[config.mk]
export PLATFORM = sky130hd
export DESIGN_NAME = q2e_isqrt
export DESIGN_NICKNAME = d
export VERILOG_FILES = /design/src/hdl/quaternion_to_euler_angles_assert.svh /design/src/hdl/q2e_pkg.sv /design/src/hdl/q2e_isqrt.sv
export SDC_FILE = /design/constraint.sdc
export NUM_CORES = 2
export LEC_CHECK = 0
export BUFFER_PORTS_ARGS = -buffer_cell sky130_fd_sc_hd__buf_2
export CORE_MARGIN = 5
export CORE_UTILIZATION = 64
export DETAILED_ROUTE_END_ITERATION = 7
export PLACE_DENSITY = 0.8
export SLEW_MARGIN = 20
export SYNTH_ARGS = -nofsm -noshare
export SYNTH_HDL_FRONTEND = slang
export SYNTH_SLANG_ARGS = --single-unit
[constraint.sdc]
create_clock -name clk -period 6.8 [get_ports clk]
set_input_delay 1.36 -clock clk [delete_from_list [all_inputs] [get_ports clk]]
set_output_delay 1.36 -clock clk [all_outputs]
set_load 0.02 [all_outputs]
[src/hdl/quaternion_to_euler_angles_assert.svh]
// ----------------------------------------------------------------------------
// Quaternion to Euler angles - assertion macros
// Concurrent assertion shorthands on clk with reset rst.
// ----------------------------------------------------------------------------
`ifndef QUATERNION_TO_EULER_ANGLES_ASSERT_SVH
`define QUATERNION_TO_EULER_ANGLES_ASSERT_SVH

// same-cycle implication
`define Q2E_ASSERT_IMP(lbl, pre, post, msg) \
  lbl: assert property (@(posedge clk) disable iff (rst) (pre) |-> (post)) \
    else $error(msg);

// next-cycle implication
`define Q2E_ASSERT_NXT(lbl, pre, post, msg) \
  lbl: assert property (@(posedge clk) disable iff (rst) (pre) |=> (post)) \
    else $error(msg);

`endif

[src/hdl/q2e_pkg.sv]
// ----------------------------------------------------------------------------
// Quaternion to Euler angles - package
// Widths, pipeline depths, CORDIC arctangent table and shared types.
// ----------------------------------------------------------------------------
`default_nettype none

package q2e_pkg;

  localparam int CORDIC_STAGES = 16;
  localparam int CORDIC_LAT    = CORDIC_STAGES + 2;
  localparam int ISQ_BITS      = 31;
  localparam int VW            = 2 * ISQ_BITS;
  localparam int OPW           = 35;
  localparam int NW            = 41;
  localparam int CW            = 45;
  localparam int ANGW          = 32;
  localparam int PIPE_LAT      = 6 + ISQ_BITS + CORDIC_LAT;

  localparam logic signed [ANGW-1:0] HALF_PI     = 32'sd421657428;
  localparam logic signed [ANGW-1:0] ANGLE_LIMIT = 32'sd25736;
  localparam logic signed [ANGW-1:0] ASIN_LIMIT  = 32'sd12868;

  // atan(2^-i) in units of 2^-28 rad
  function automatic logic signed [ANGW-1:0] atan_tbl(input int i);
    logic signed [ANGW-1:0] r;
    case (i)
      0:       r = 32'sd210828714;
      1:       r = 32'sd124459457;
      2:       r = 32'sd65760959;
      3:       r = 32'sd33381290;
      4:       r = 32'sd16755422;
      5:       r = 32'sd8385879;
      6:       r = 32'sd4193963;
      7:       r = 32'sd2097109;
      8:       r = 32'sd1048571;
      9:       r = 32'sd524287;
      10:      r = 32'sd262144;
      11:      r = 32'sd131072;
      12:      r = 32'sd65536;
      13:      r = 32'sd32768;
      14:      r = 32'sd16384;
      15:      r = 32'sd8192;
      16:      r = 32'sd4096;
      17:      r = 32'sd2048;
      18:      r = 32'sd1024;
      19:      r = 32'sd512;
      20:      r = 32'sd256;
      21:      r = 32'sd128;
      22:      r = 32'sd64;
      23:      r = 32'sd32;
      default: r = '0;
    endcase
    return r;
  endfunction

  // atan2 operands carried alongside the asin path
  typedef struct packed {
    logic signed [OPW-1:0] zy;
    logic signed [OPW-1:0] zx;
    logic signed [OPW-1:0] xy;
    logic signed [OPW-1:0] xx;
    logic                  zero;
  } ops_t;

  typedef struct packed {
    logic                  neg;
    logic [ISQ_BITS-1:0]   sm;
  } asin_t;

  typedef struct packed {
    logic signed [15:0] z;
    logic signed [14:0] y;
    logic signed [15:0] x;
    logic               zero;
  } res_t;

endpackage

`default_nettype wire

[src/hdl/q2e_isqrt.sv]
// ----------------------------------------------------------------------------
// Quaternion to Euler angles - pipelined integer square root
// Truncated square root, one result bit per register stage.
// ----------------------------------------------------------------------------
`default_nettype none

module q2e_isqrt (
  input  wire logic                          clk,
  input  wire logic                          en,
  input  wire logic [q2e_pkg::VW-1:0]        v_in,
  output logic      [q2e_pkg::ISQ_BITS-1:0]  root
);
  import q2e_pkg::*;

  logic [VW:0]         rem_r [0:ISQ_BITS-1];
  logic [ISQ_BITS-1:0] q_r   [0:ISQ_BITS-1];

  for (genvar j = 0; j < ISQ_BITS; j++) begin : g_bit
    localparam int K = ISQ_BITS - 1 - j;
    logic [VW:0]         rem_in;
    logic [ISQ_BITS-1:0] q_in;
    logic [VW:0]         trial;

    if (j == 0) begin : g_first
      assign rem_in = {1'b0, v_in};
      assign q_in   = '0;
    end else begin : g_rest
      assign rem_in = rem_r[j-1];
      assign q_in   = q_r[j-1];
    end

    // (q + 2^k)^2 - q^2
    assign trial = ((VW+1)'(q_in) << (K + 1)) + ((VW+1)'(1) << (2 * K));

    // set bit k where the remainder allows it
    always_ff @(posedge clk) begin
      if (en) begin
        if (rem_in >= trial) begin
          rem_r[j] <= rem_in - trial;
          q_r[j]   <= q_in | (ISQ_BITS'(1) << K);
        end else begin
          rem_r[j] <= rem_in;
          q_r[j]   <= q_in;
        end
      end
    end
  end

  assign root = q_r[ISQ_BITS-1];

endmodule

`default_nettype wire

== Yosys cells after proc, flatten, opt, wreduce, memory -nomap -nowiden ==
Memory sizes are Yosys's and may differ from the RTL's.
Index checks and enable logic that the tools add are counted.

* Memories kept: 2
* Logic and storage cells: 404
* Bits in latches: 0
* Bits in registers: 0
* Bits in read-only memories: 0
* Bits of input ports: 64
* Memory bits (writable): 2,914
* Output and inout bits: 31

* Muxes and demuxes: 248
* Divide/modulo/power cells: 0
* Multipliers: 0
* $lt $le $gt $ge: 31
* Equal/unequal tests: 0
* Shift-type cells: 0
* Reduce and logical (&&, ||, !) cells: 0
* Add/sub/neg operators: 61
* Bitwise operators: 62

{| class="wikitable"
|+ Memories
! memory !! depth !! width !! read ports !! clocked after memory_dff !! wr ports !! RTL line !! source
|-
| rem_r || 31 || 63 || 30 || 0 || 31 || q2e_isqrt.sv:15 || <nowiki>logic [VW:0] rem_r [0:ISQ_BITS-1];</nowiki>
|-
| q_r || 31 || 31 || 31 || 0 || 31 || q2e_isqrt.sv:16 || <nowiki>logic [ISQ_BITS-1:0] q_r [0:ISQ_BITS-1];</nowiki>
|}

{| class="wikitable"
|+ Operators by type and width
! kind !! count
|-
| $mux 63 || 31
|-
| $mux 31 || 31
|-
| $mux 1 || 186
|-
| $ge 63x33->1 || 1
|-
| $ge 63x34->1 || 1
|-
| $ge 63x35->1 || 1
|-
| $ge 63x36->1 || 1
|-
| $ge 63x37->1 || 1
|-
| $ge 63x38->1 || 1
|-
| $ge 63x39->1 || 1
|-
| $ge 63x40->1 || 1
|-
| $ge 63x41->1 || 1
|-
| $ge 63x42->1 || 1
|-
| $ge 63x43->1 || 1
|-
| $ge 63x44->1 || 1
|-
| $ge 63x45->1 || 1
|-
| $ge 63x46->1 || 1
|-
| $ge 63x47->1 || 1
|-
| $ge 63x48->1 || 1
|-
| $ge 63x49->1 || 1
|-
| $ge 63x50->1 || 1
|-
| $ge 63x51->1 || 1
|-
| $ge 63x52->1 || 1
|-
| $ge 63x53->1 || 1
|-
| 72 further kinds || 133
|}

== Logic depth before layout (Yosys ltp) ==
An unclocked memory read counts as a cell.

* Word-level depth: 7
* Depth in mapped cells: 14
* Depth with buffers taken out: 11

== Least setup slack after synthesis ==
No wires, ideal clock.

* Kind: input to register
* Start: in en
* End: mem q_r[28][2] (netlist: q_r[1][374]) (enable)
* Required time: 6.317 ns
* Setup time: 0.483 ns
* Buffers on the path: 4
* Cell stages on the path: 4
* Data arrival time: 4.723 ns
* Path slack: 1.594 ns
* Cell sequence: clkbuf_1 -> clkbuf_1 -> clkbuf_1 -> clkbuf_1

{| class="wikitable"
|+ RTL lines
! item !! RTL line !! source
|-
| from (decl) || q2e_isqrt.sv:9 || <nowiki>input wire logic en,</nowiki>
|-
| to (decl) || q2e_isqrt.sv:16 ||
|}

==> metrics.cfg <==
[run_status]
status = finished clean

[detailed_routing]
drcViolationCount = 0
routed_via_density = 6.53
routed_wl_um = 313000
drt_pre_antenna_iters = 6
postRouteAntennaNets = 0
drtIter0Drc = 10300
vias = 80000
wire_per_inst_um = 25.6

[synth]
synth_area_um2 = 117000
ys_async_sr_fraction_pct = 0
syn_area_per_cell_um2 = 12.2
synth_edf_count = 2386
syn_nets = 10100
synth-seq-cells = 2386
synth_common_cells = 2386 x edfxtp_1, 724 x nand2_1, 660 x inv_1
syn_inst = 9547
synthTopCellsByArea = edfxtp_1 61%, ha_1 5.6%, xnor2_1 3.3%
yosysSeqAreaShare_pct = 61.3
synth_warnings = 0
yosys.cell_count.top_type = edfxtp_1
post-synth-top-area-cell = edfxtp_1
synth.top_cell.area_share_pct = 61.3
synthDistinctLibCells = 95
synthFlopType = edfxtp_1

[timing]
min_period_ps = 4750
fin_ws_ps = 2050
worst_pin_slew_ps = 1120
rsz0062_at_grt = false
drv_slew = 0
relSlewSlack_pct = 25.1
tns_ps = 0
finalSetupViolations = 0
hold_viol_final = 0
whs_ps = 416
min_period_over_period_pct = 69.8
max_freq_mhz = 211
fin_skew_ps = 86.3

[global_route]
grt_pass1_vias = 75300
antenna_found_initial = 7
grt_use_total_pct = 32.2
grt_overflow = 0
grt_pass1_wl_um = 469000
grt_max_degree = 188

[setup_path]
timing.rr.start = rem_r[1][398]$_DFFE_PP_
startpoint = rem_r[1][398]$_DFFE_PP_
path_class = flip-flop to flip-flop
cpPeakStageDelay_ps = 980
cp_max_fo = 11
critPathTopFamily = simple AND/OR/NAND/NOR gates
crit_path_start_kind = flip-flop
critical_path_buf_inv_count = 0
cp_slowest_cell = nand4_1
cp.arrival_ps = 5370
critPathRequiredTime_ps = 7420
crit_chain = ha_1, a21o_1, a211oi_1, and4b_1, o211ai_1, o311ai_1, nand4_1, nand3_1, nor4_1, xor2_1
worstSetupEndpointType = flip-flop

[power_and_ir_drop]
p_leak_nw = 47.2
power.internal_mw = 29.5
peakVddDrop_v = 0.000332
switching_share_pct = 31.0
combPwrFrac_pct = 20.8
power_frac_seq_pct = 48.1
switchingPower_mw = 13.3
clkPwrFrac_pct = 31.0
power_density_nw_per_um2 = 334

[cts]
cts_hold_buf = 0
clk_transition_reported_paths_ps = 70
clockRootBuffer = clkbuf_16
clk_latency_ps = 930
cts_buffer_depth = 3
cts_setup_buffers = 0
post_cts_resize_count = 0
cts_tree = built
cts_buffers = 234
cts_sinks = 2386
cts_max_level = 4

[placement]
portBuffers = 94
place_congestion = 0.998
dpl.hpwl_um = 231000
dpl_worst_slack_ps = 2010

[final_layout]
layout-drive-gt1-share_pct = 6.70
nFillCells = 12100
fin_nets = 10300
final_util_pct = 70.6
syn_to_final_growth_pct = 9.49

[die]
coreArea_um2 = 181000
die_y_um = 437
fp.dieW_um = 437
die_area_um2 = 191000
num_rows = 156
boundaryPins = 95
initial_utilization_pct = 64.5

[min_path]
hp-start = rem_r[0][542]$_DFFE_PP_
hp-class = flip-flop to flip-flop

[run]
maxCapViolCount = 0

[through the flow]
step	cells	area, µm²	power [mW]
2_1_floorplan	9547	117000	26.2
3_3_place_gp	11800	120000	29.2
3_5_place_dp	11800	120000	29.4
4_1_cts	12200	128000	42.6
5_1_grt	12200	128000	44.5
6_report	12200	128000	42.8
[area by class of cell]
type                    count  area, µm²  share of cell area, %
well taps                2370       2970                   2.32
repair buffers            155       1070                  0.835
multi-input cells        6244      41900                   32.8
diodes                      2       5.00                0.00391
clock buffers             271       5990                   4.68
clock inverters           161       1940                   1.52
flip-flops and latches   2386      71600                   56.0
inverters                 660       2480                   1.93
[layer usage]
layer  vias up  part of all wire (%)  track usage, %
met4         6                   4.0            11.5
met3       658                    12            7.52
met2      4468                    43            47.7
met1     38700                    41            47.4
li1      36200                     -               -
met5         -                 0.011               0
[layout by cell type, fill, tap and decap left out, types with 29 or more instances in the layout]
cell          n
xor2_1      409
o211ai_1     35
nand2_1     723
edfxtp_1   2386
or3_1       106
nand3b_1     31
clkbuf_16   234
or4_1       108
xnor2_1     446
nor4_1      412
nor2_1      520
nand2b_1    110
mux2_2       48
o21bai_1     49
a21o_1      221
nor4b_1      57
buf_2        93
nor2b_1      79
a21oi_1     469
a211oi_1     46
nand3_1     160
clkinv_2     36
and4_1       31
nand4_1     185
or2_2        47
and2_1       32
a31oi_1      37
bufinv_16    29
buf_4        51
ha_1        525
nor3_1      250
inv_1       659
clkinv_1     46
o31ai_1      40
o21ai_0     550
o21a_1       93
and3_1       39
clkbuf_1     37
[power groups by stage]
stage | logic (mW) | registers (mW) | clock network, mW
floorplan | 6.57 | 19.7 | 0
global placement | 8.51 | 20.7 | 0
detailed placement | 8.66 | 20.7 | 0
CTS | 8.74 | 20.5 | 13.4
global route | 9.75 | 20.7 | 14.1
finish | 8.92 | 20.6 | 13.3
[sequential cells by signal (all words and copies together), names as in the netlist]
| name | count |
|---|---|
| rem_r | 1890 |
| q_r | 496 |
[path summary, 6_finish.rpt]
| kind | cells past startpoint | endpoint | slack, ps |
|---|---|---|---|
| max | 10 | rem_r[1][500]$_DFFE_PP_ | 2050 |
| min | 0 | rem_r[0][605]$_DFFE_PP_ | 420 |
| max reg2reg | 10 | rem_r[1][500]$_DFFE_PP_ | 2050 |
| min reg2reg | 0 | rem_r[0][605]$_DFFE_PP_ | 420 |
[cells by family (layout without fill, tap and decap cells)]
family	count (synthesis)	count (layout)	synth area share (%)
fa+ha+maj	525	525	5.62
simple gates	3000	3000	13.5
flops	2386	2386	61.3
buf+inv	917	1247	2.96
mux	62	62	0.582
compound gates	1802	1802	9.63
xor+xnor	855	855	6.40
other cells	0	2	0
Note: power is estimated with default switching activity, not from simulation.
